File: src/rtl/flfr_pkg.sv
// Shared types and constants of the fixed-length frame receiver.
package flfr_pkg;

    localparam int BYTE_W  = 8;
    localparam int ROUTE_W = 2;
    localparam int CFG_IDX_W = 8;

    // Configuration register indexes
    localparam logic [CFG_IDX_W-1:0] CFG_START_BYTE = 8'd0;
    localparam logic [CFG_IDX_W-1:0] CFG_END_BYTE   = 8'd1;

    // Route codes
    localparam logic [ROUTE_W-1:0] ROUTE_NONE   = 2'd0;
    localparam logic [ROUTE_W-1:0] ROUTE_FIRST  = 2'd1;
    localparam logic [ROUTE_W-1:0] ROUTE_SECOND = 2'd2;

    // Index of the route byte within a frame
    localparam logic [BYTE_W-1:0] ROUTE_POS = 8'd2;

    typedef enum logic [2:0] {
        ST_IDLE   = 3'd0,
        ST_START  = 3'd1,
        ST_STORED = 3'd2,
        ST_DONE   = 3'd3,
        ST_ERROR  = 3'd4
    } t_status;

    // One classified beat travelling from front to back
    typedef struct packed {
        t_status             status;
        logic [BYTE_W-1:0]   position;
        logic [BYTE_W-1:0]   data_byte;
        logic [ROUTE_W-1:0]  route;
    } t_entry;

endpackage

File: src/rtl/flfr_front.sv
// Front end: frame tracking and classification of each received byte.
module flfr_front #(
    parameter int FRAME_LEN = 28
) (
    input  logic                       i_clk,
    input  logic                       i_rst_n,
    input  logic                       i_accept,
    input  logic [flfr_pkg::BYTE_W-1:0] i_rx_byte,
    input  logic [flfr_pkg::BYTE_W-1:0] i_start_byte,
    input  logic [flfr_pkg::BYTE_W-1:0] i_end_byte,
    output flfr_pkg::t_entry           o_entry
);

    localparam logic [flfr_pkg::BYTE_W-1:0] LAST_POS = flfr_pkg::BYTE_W'(FRAME_LEN - 1);

    logic                          r_receiving, n_receiving;
    logic [flfr_pkg::BYTE_W-1:0]   r_byte_index, n_byte_index;
    logic [flfr_pkg::ROUTE_W-1:0]  r_route, n_route;
    logic [flfr_pkg::BYTE_W-1:0]   w_idx_inc;

    assign w_idx_inc = r_byte_index + 1'b1;

    always_comb begin
        n_receiving  = r_receiving;
        n_byte_index = r_byte_index;
        n_route      = r_route;
        o_entry.status    = flfr_pkg::ST_IDLE;
        o_entry.position  = '0;
        o_entry.data_byte = i_rx_byte;
        if (r_receiving) begin
            o_entry.position = w_idx_inc;
            if (w_idx_inc == LAST_POS) begin
                o_entry.status = (i_rx_byte == i_end_byte) ? flfr_pkg::ST_DONE
                                                            : flfr_pkg::ST_ERROR;
                n_receiving  = 1'b0;
                n_byte_index = '0;
            end else begin
                if (w_idx_inc == flfr_pkg::ROUTE_POS) begin
                    if (i_rx_byte == flfr_pkg::BYTE_W'(flfr_pkg::ROUTE_FIRST)) begin
                        n_route = flfr_pkg::ROUTE_FIRST;
                    end else if (i_rx_byte == flfr_pkg::BYTE_W'(flfr_pkg::ROUTE_SECOND)) begin
                        n_route = flfr_pkg::ROUTE_SECOND;
                    end
                end
                o_entry.status = flfr_pkg::ST_STORED;
                n_byte_index   = w_idx_inc;
            end
        end else if (i_rx_byte == i_start_byte) begin
            o_entry.status = flfr_pkg::ST_START;
            n_receiving    = 1'b1;
            n_byte_index   = '0;
        end
        // route reported is the one in force after this byte
        o_entry.route = n_route;
    end

    always_ff @(posedge i_clk) begin
        if (!i_rst_n) begin
            r_receiving  <= 1'b0;
            r_byte_index <= '0;
            r_route      <= flfr_pkg::ROUTE_NONE;
        end else if (i_accept) begin
            r_receiving  <= n_receiving;
            r_byte_index <= n_byte_index;
            r_route      <= n_route;
        end
    end

endmodule

File: src/rtl/flfr_fifo.sv
// Two-entry queue of classified beats between front and back.
module flfr_fifo (
    input  logic             i_clk,
    input  logic             i_rst_n,
    input  logic             i_push,
    input  flfr_pkg::t_entry i_entry,
    input  logic             i_pop,
    output flfr_pkg::t_entry o_entry,
    output logic             o_full,
    output logic             o_empty
);

    localparam int DEPTH = 2;
    localparam int PTR_W = $clog2(DEPTH);
    localparam int CNT_W = $clog2(DEPTH + 1);

    flfr_pkg::t_entry   r_mem [DEPTH];
    logic [PTR_W-1:0]   r_wr_ptr, r_rd_ptr;
    logic [CNT_W-1:0]   r_count;

    assign o_full  = (r_count == CNT_W'(DEPTH));
    assign o_empty = (r_count == '0);
    assign o_entry = r_mem[r_rd_ptr];

    always_ff @(posedge i_clk) begin
        if (i_push) begin
            r_mem[r_wr_ptr] <= i_entry;
        end
    end

    always_ff @(posedge i_clk) begin
        if (!i_rst_n) begin
            r_wr_ptr <= '0;
            r_rd_ptr <= '0;
            r_count  <= '0;
        end else begin
            if (i_push) r_wr_ptr <= r_wr_ptr + 1'b1;
            if (i_pop)  r_rd_ptr <= r_rd_ptr + 1'b1;
            unique case ({i_push, i_pop})
                2'b10:   r_count <= r_count + 1'b1;
                2'b01:   r_count <= r_count - 1'b1;
                default: r_count <= r_count;
            endcase
        end
    end

endmodule

File: src/rtl/flfr_back.sv
// Back end: running byte sum, checksum and the output register.
module flfr_back (
    input  logic                          i_clk,
    input  logic                          i_rst_n,
    input  flfr_pkg::t_entry              i_entry,
    input  logic                          i_empty,
    output logic                          o_pop,
    output logic                          o_valid,
    input  logic                          i_ready,
    output logic [2:0]                    o_status,
    output logic [flfr_pkg::BYTE_W-1:0]   o_position,
    output logic [flfr_pkg::BYTE_W-1:0]   o_data_byte,
    output logic [flfr_pkg::ROUTE_W-1:0]  o_route,
    output logic [flfr_pkg::BYTE_W-1:0]   o_checksum
);

    logic                          r_valid;
    logic [flfr_pkg::BYTE_W-1:0]   r_sum, n_sum;
    logic [flfr_pkg::BYTE_W-1:0]   n_checksum;
    flfr_pkg::t_entry              r_entry;
    logic [flfr_pkg::BYTE_W-1:0]   r_checksum;

    assign o_pop = !i_empty && (!r_valid || i_ready);

    always_comb begin
        n_sum      = r_sum;
        n_checksum = '0;
        unique case (i_entry.status)
            flfr_pkg::ST_START:  n_sum = i_entry.data_byte;
            flfr_pkg::ST_STORED: n_sum = r_sum + i_entry.data_byte;
            flfr_pkg::ST_DONE:   n_checksum = -r_sum;
            default:             n_sum = r_sum;
        endcase
    end

    always_ff @(posedge i_clk) begin
        if (!i_rst_n) begin
            r_valid <= 1'b0;
            r_sum   <= '0;
        end else if (o_pop) begin
            r_valid <= 1'b1;
            r_sum   <= n_sum;
        end else if (i_ready) begin
            r_valid <= 1'b0;
        end
    end

    always_ff @(posedge i_clk) begin
        if (o_pop) begin
            r_entry    <= i_entry;
            r_checksum <= n_checksum;
        end
    end

    assign o_valid     = r_valid;
    assign o_status    = 3'(r_entry.status);
    assign o_position  = r_entry.position;
    assign o_data_byte = r_entry.data_byte;
    assign o_route     = r_entry.route;
    assign o_checksum  = r_checksum;

endmodule

File: src/rtl/fixed_length_frame_receiver.sv
// Top level of the fixed-length serial frame receiver with sum checksum.
//
//  Channel | Direction | Handshake                 | Beat contents
//  --------+-----------+---------------------------+--------------------------------
//  rx      | in        | i_rx_valid / o_rx_ready   | i_rx_byte
//  res     | out       | o_res_valid / i_res_ready | status, position, data_byte,
//          |           |                           | route, checksum
//  cfg     | in        | i_cfg_valid / o_cfg_ready | i_cfg_index, i_cfg_data
//
//  Sustained rate is one rx beat per cycle while results are taken; one
//  result beat per rx beat. The front classifies a beat into the two-entry
//  queue, and the back moves it from there into the registered result.
//  o_rx_ready drops only while the queue holds two beats (result side stalled).
//  Reset (synchronous, active low) idles the frame tracker, clears the route,
//  the running sum, the queue and both configuration registers.
//  Configuration writes are always taken; indexes beyond the list are ignored.
module fixed_length_frame_receiver #(
    parameter int FRAME_LEN = 28
) (
    input  logic                          i_clk,
    input  logic                          i_rst_n,
    // received bytes
    input  logic                          i_rx_valid,
    output logic                          o_rx_ready,
    input  logic [flfr_pkg::BYTE_W-1:0]   i_rx_byte,
    // results
    output logic                          o_res_valid,
    input  logic                          i_res_ready,
    output logic [2:0]                    o_status,
    output logic [flfr_pkg::BYTE_W-1:0]   o_position,
    output logic [flfr_pkg::BYTE_W-1:0]   o_data_byte,
    output logic [flfr_pkg::ROUTE_W-1:0]  o_route,
    output logic [flfr_pkg::BYTE_W-1:0]   o_checksum,
    // configuration writes
    input  logic                          i_cfg_valid,
    output logic                          o_cfg_ready,
    input  logic [flfr_pkg::CFG_IDX_W-1:0] i_cfg_index,
    input  logic [flfr_pkg::BYTE_W-1:0]   i_cfg_data
);

    localparam logic [flfr_pkg::BYTE_W-1:0] LAST_POS = flfr_pkg::BYTE_W'(FRAME_LEN - 1);

    // configuration registers
    logic [flfr_pkg::BYTE_W-1:0] r_start_byte;
    logic [flfr_pkg::BYTE_W-1:0] r_end_byte;

    logic             w_rx_accept;
    logic             w_full, w_empty, w_pop;
    flfr_pkg::t_entry w_front_entry, w_queue_entry;

    assign o_cfg_ready = 1'b1;

    always_ff @(posedge i_clk) begin
        if (!i_rst_n) begin
            r_start_byte <= '0;
            r_end_byte   <= '0;
        end else if (i_cfg_valid) begin
            if (i_cfg_index == flfr_pkg::CFG_START_BYTE) begin
                r_start_byte <= i_cfg_data;
            end else if (i_cfg_index == flfr_pkg::CFG_END_BYTE) begin
                r_end_byte <= i_cfg_data;
            end
        end
    end

    // front takes a beat whenever the queue has room
    assign o_rx_ready  = !w_full;
    assign w_rx_accept = i_rx_valid && o_rx_ready;

    flfr_front #(
        .FRAME_LEN (FRAME_LEN)
    ) u_front (
        .i_clk        (i_clk),
        .i_rst_n      (i_rst_n),
        .i_accept     (w_rx_accept),
        .i_rx_byte    (i_rx_byte),
        .i_start_byte (r_start_byte),
        .i_end_byte   (r_end_byte),
        .o_entry      (w_front_entry)
    );

    flfr_fifo u_queue (
        .i_clk   (i_clk),
        .i_rst_n (i_rst_n),
        .i_push  (w_rx_accept),
        .i_entry (w_front_entry),
        .i_pop   (w_pop),
        .o_entry (w_queue_entry),
        .o_full  (w_full),
        .o_empty (w_empty)
    );

    // back keeps the running sum in beat order and holds the result
    flfr_back u_back (
        .i_clk       (i_clk),
        .i_rst_n     (i_rst_n),
        .i_entry     (w_queue_entry),
        .i_empty     (w_empty),
        .o_pop       (w_pop),
        .o_valid     (o_res_valid),
        .i_ready     (i_res_ready),
        .o_status    (o_status),
        .o_position  (o_position),
        .o_data_byte (o_data_byte),
        .o_route     (o_route),
        .o_checksum  (o_checksum)
    );

    // checksum is zero on every result except a completed frame
    a_checksum_zero: assert property (@(posedge i_clk) disable iff (!i_rst_n)
        o_res_valid && (o_status != 3'(flfr_pkg::ST_DONE)) |-> o_checksum == '0)
        else $error("checksum set on a result that is not frame complete");

    // idle and start results sit at position zero
    a_pos_zero: assert property (@(posedge i_clk) disable iff (!i_rst_n)
        o_res_valid && ((o_status == 3'(flfr_pkg::ST_IDLE)) ||
                        (o_status == 3'(flfr_pkg::ST_START))) |-> o_position == '0)
        else $error("idle or start result off position zero");

    // frame closes only at the last position
    a_close_last: assert property (@(posedge i_clk) disable iff (!i_rst_n)
        w_rx_accept && ((w_front_entry.status == flfr_pkg::ST_DONE) ||
                        (w_front_entry.status == flfr_pkg::ST_ERROR))
        |-> w_front_entry.position == LAST_POS)
        else $error("frame closed away from the last position");

    // a stored byte is never at position zero
    a_stored_pos: assert property (@(posedge i_clk) disable iff (!i_rst_n)
        w_rx_accept && (w_front_entry.status == flfr_pkg::ST_STORED)
        |-> w_front_entry.position != '0)
        else $error("stored byte at position zero");

endmodule
File: config.mk
export PLATFORM = sky130hd
export DESIGN_NAME = fixed_length_frame_receiver
export DESIGN_NICKNAME = d
export VERILOG_FILES = /design/src/rtl/flfr_pkg.sv /design/src/rtl/flfr_front.sv /design/src/rtl/flfr_fifo.sv /design/src/rtl/flfr_back.sv /design/src/rtl/fixed_length_frame_receiver.sv
export SDC_FILE = /design/constraint.sdc
export NUM_CORES = 1
export LEC_CHECK = 0
export BUFFER_PORTS_ARGS = -buffer_cell sky130_fd_sc_hd__buf_2
export CAP_MARGIN = 20
export CORE_MARGIN = 1.5
export CORE_UTILIZATION = 40
export CTS_CLUSTER_DIAMETER = 30
export DETAILED_ROUTE_END_ITERATION = 10
export HOLD_SLACK_MARGIN = 0.03
export PLACE_DENSITY = 0.7
export SETUP_SLACK_MARGIN = 0.05
export SLEW_MARGIN = 40
export SYNTH_ARGS = -nofsm -noshare
export SYNTH_HDL_FRONTEND = slang
export SYNTH_HIERARCHICAL = 1
export SYNTH_SLANG_ARGS = --single-unit
export TNS_END_PERCENT = 20
File: constraint.sdc
create_clock -name i_clk -period 3.5 [get_ports i_clk]
set_clock_uncertainty 0.15 [all_clocks]
set_input_delay 0.175 -clock i_clk [delete_from_list [all_inputs] [get_ports i_clk]]
set_output_delay 0.175 -clock i_clk [all_outputs]
set_load 0.005 [all_outputs]
==> out/qor.yml <==
cts_tree: "yes"
slew_headroom_pct: 62.3
setup.worst_path.class: "reg2reg"
p_leak_nw: 2.46
die_w_um: 119
tightest_slew_ns: 0.560
final_cell_mix: "71 x edfxtp_1, 59 x buf_2, 43 x nand2_1"
routedWlPerCell_um: 14.4
synth-edff-count: 71
power_w: 0.00400
viasPerCell: 5.10
finalHoldViolCount: 0
ioPinCount: 61
synth_seq_cells: 112
die_h_um: 119
grt.total_usage_pct: 15.2
fillCellCount: 1196
fin_util_pct: 47.6
layout_commonest_cell: "edfxtp_1"
ys.flop_type: "edfxtp_1"
worstPathArrival_ns: 3.11
synth.net_count: 497
worst_ep_required_time_ns: 3.65
cts_sinks: 112
wirelength_mm: 10.1
io_buffers: 59
synth_area_mm2: 0.00539
clockBufferDepth: 2
status: "finished clean"
initial_utilization_pct: 40.9
period_share_pct: 84.7
avgSynthCellArea_um2: 11.9
cts_buffers: 9
wl_met3_um: 413
ys.warnings.count: 6
dpl_cell_area_mm2: 0.00580
rows: 42
dr_wl_met2_mm: 4.70
ys_seq_area_share_pct: 54.7
max_freq_ghz: 0.337
nNetsFinal: 565
antenna_found_initial: 0
antenna_left: 0
grt_pass1_wl_mm: 17.1
finalInstanceArea_mm2: 0.00627
place.gp.congestion: 0.859
hp-start: "i_cfg_index[0]"
met1_length_mm: 4.84
dp_hpwl_mm: 7.34
fin_setup_tns_ns: 0
cp_max_fo: 12
cts-resized-gates: 0
ctsHoldBuffers: 17
root_buffer: "clkbuf_16"
grt_pass1_vias: 3513
core_area_mm2: 0.0132
maxCapViolCount: 0
setup_violations: 0
ff_latch_area_mm2: 0.00295
path_clk_slew_ns: 0.07
overflow: 0
postCtsSetupBuffers: 0
async_flop_share_pct: 0
drt_iter0_markers: 254
rsz0062_at_grt: "no"
grt_max_degree: 32
drive_above_1_share_pct: 24.6
dieArea_mm2: 0.0142
clk_latency_ns: 0.35
slew_viol_final: 0
cp-start-kind: "flop"
power_density_mw_per_mm2: 637
drcViolationCount: 0
vias: 3593
first_pass_iters: 4
cp-end-kind: "flop"
diodes: 0
ir_drop_mv: 0.293
synthDistinctLibCells: 71
highest_layer: "met4"
hp-class: "in2reg"
syn_inst: 455
finalCriticalPeriod_ns: 2.97
area_growth_pct: 16.3
multi_input_area_mm2: 0.00220
htree_num_levels: 3
-- cell type report --
class                           instances  share of cell area [%]
Clock inverter                          5                   0.698
Inverter                               18                    1.08
Tap cell                              176                    3.51
Clock buffer                           11                    4.21
Multi-Input combinational cell        298                    35.1
Timing Repair Buffer                   84                    8.38
Sequential cell                       112                    47.1
-- cells by family after synthesis --
| logic type | synth area share (%) |
|---|---|
| and+or+nand+nor | 13.5 |
| DFF | 54.7 |
| AOI/OAI and AO/OA | 10.8 |
| buffers and inverters | 4.52 |
| muxes | 8.47 |
| xor gates and xnor gates | 4.71 |
| adders and majority gates | 3.15 |
| other | 0.0695 |
-- routing by layer --
layer / up-vias / track usage [%]
met5: - / 0
met4: 0 / 4.82
met3: 10 / 3.64
met2: 86 / 24.6
met1: 1700 / 20.2
li1: 1797 / -
-- worst max-delay path, cell delays in order, from the launching register on --
cell	delay, ns
dfxtp_1	0.65
mux2_2	0.44
ha_1	0.39
a21oi_1	0.23
a21boi_0	0.12
a41o_1	0.26
or4_1	0.40
a31oi_1	0.17
a31o_2	0.11
-- state kept, by name, indices dropped and copies added, names as in the netlist, 8 cells and up, named ones only --
| name | count |
|---|---|
| u_back/o_checksum | 8 |
| u_front/r_byte_index | 8 |
| u_back/o_data_byte | 8 |
| u_back/o_position | 8 |
| r_start_byte | 8 |
| r_end_byte | 8 |
| u_back/r_sum | 8 |
| u_queue/r_mem | 42 |
-- Yosys cell counts, types with 2 or more instances --
master    count  area share [%]
a21oi_1      10            0.93
a21boi_0      2            0.28
o22ai_1       2            0.23
clkbuf_1      8            0.56
o21ai_1       6            0.56
nand3b_1      2            0.28
buf_4        13             1.8
and3_1        2            0.23
and2_1        4            0.46
mux2_2       21             4.4
nand4_1       3            0.35
o21ai_0      13             1.2
nand2_1      43             3.0
o211ai_1      2            0.28
nand2b_1      2            0.23
buf_2         3            0.28
xnor2_1       8             1.3
nand3_2       2            0.37
a22o_1        2            0.32
inv_1        18             1.3
or3_1         4            0.46
a211oi_1      2            0.28
nor4_1        7            0.81
o211ai_2      3            0.70
a21boi_1      2            0.28
nor2_1       27             1.9
o311ai_0      6            0.97
buf_6         3            0.63
nand3_1      10            0.93
o221ai_1      3            0.49
nor2b_1       6            0.70
dfxtp_1      41              15
edfxtp_1     71              40
xor2_1       21             3.4
o211a_1       4            0.74
nor3_1        7            0.65
mux2i_1      22             4.1
o21a_1        6            0.84
ha_1         12             2.8
-- report_power, final --
part | leakage, nW | switching, W | internal, W | total [W]
clock | 0.152 | 0.000476 | 0.000556 | 0.00103
combinational | 1.29 | 0.000617 | 0.000520 | 0.00114
sequential | 1.01 | 0.000119 | 0.00171 | 0.00183
total | 2.46 | 0.00121 | 0.00279 | 0.00400
-- through the flow --
| step | hold WS (ns) | std cells | worst slack, ns |
|---|---|---|---|
| after floorplan | 0.143 | 455 | 0.544 |
| after global placement | 0.291 | 671 | 0.645 |
| after detailed placement | 0.291 | 671 | 0.557 |
| after CTS | 0.141 | 704 | 0.532 |
| after global routing | 0.154 | 704 | 0.260 |
| final | 0.147 | 704 | 0.534 |
-- final timing paths --
kind,end,slack [ns],depth (start not counted)
hold reg to reg,r_start_byte[0]$_SDFFE_PN0P_,0.32,2
setup reg to reg,u_back/r_sum[7]$_SDFFE_PN0P_,0.53,8
hold / removal,r_end_byte[1]$_SDFFE_PN0P_,0.15,3
setup / recovery,u_back/r_sum[7]$_SDFFE_PN0P_,0.53,8
Power figures use the tool's default switching activity.
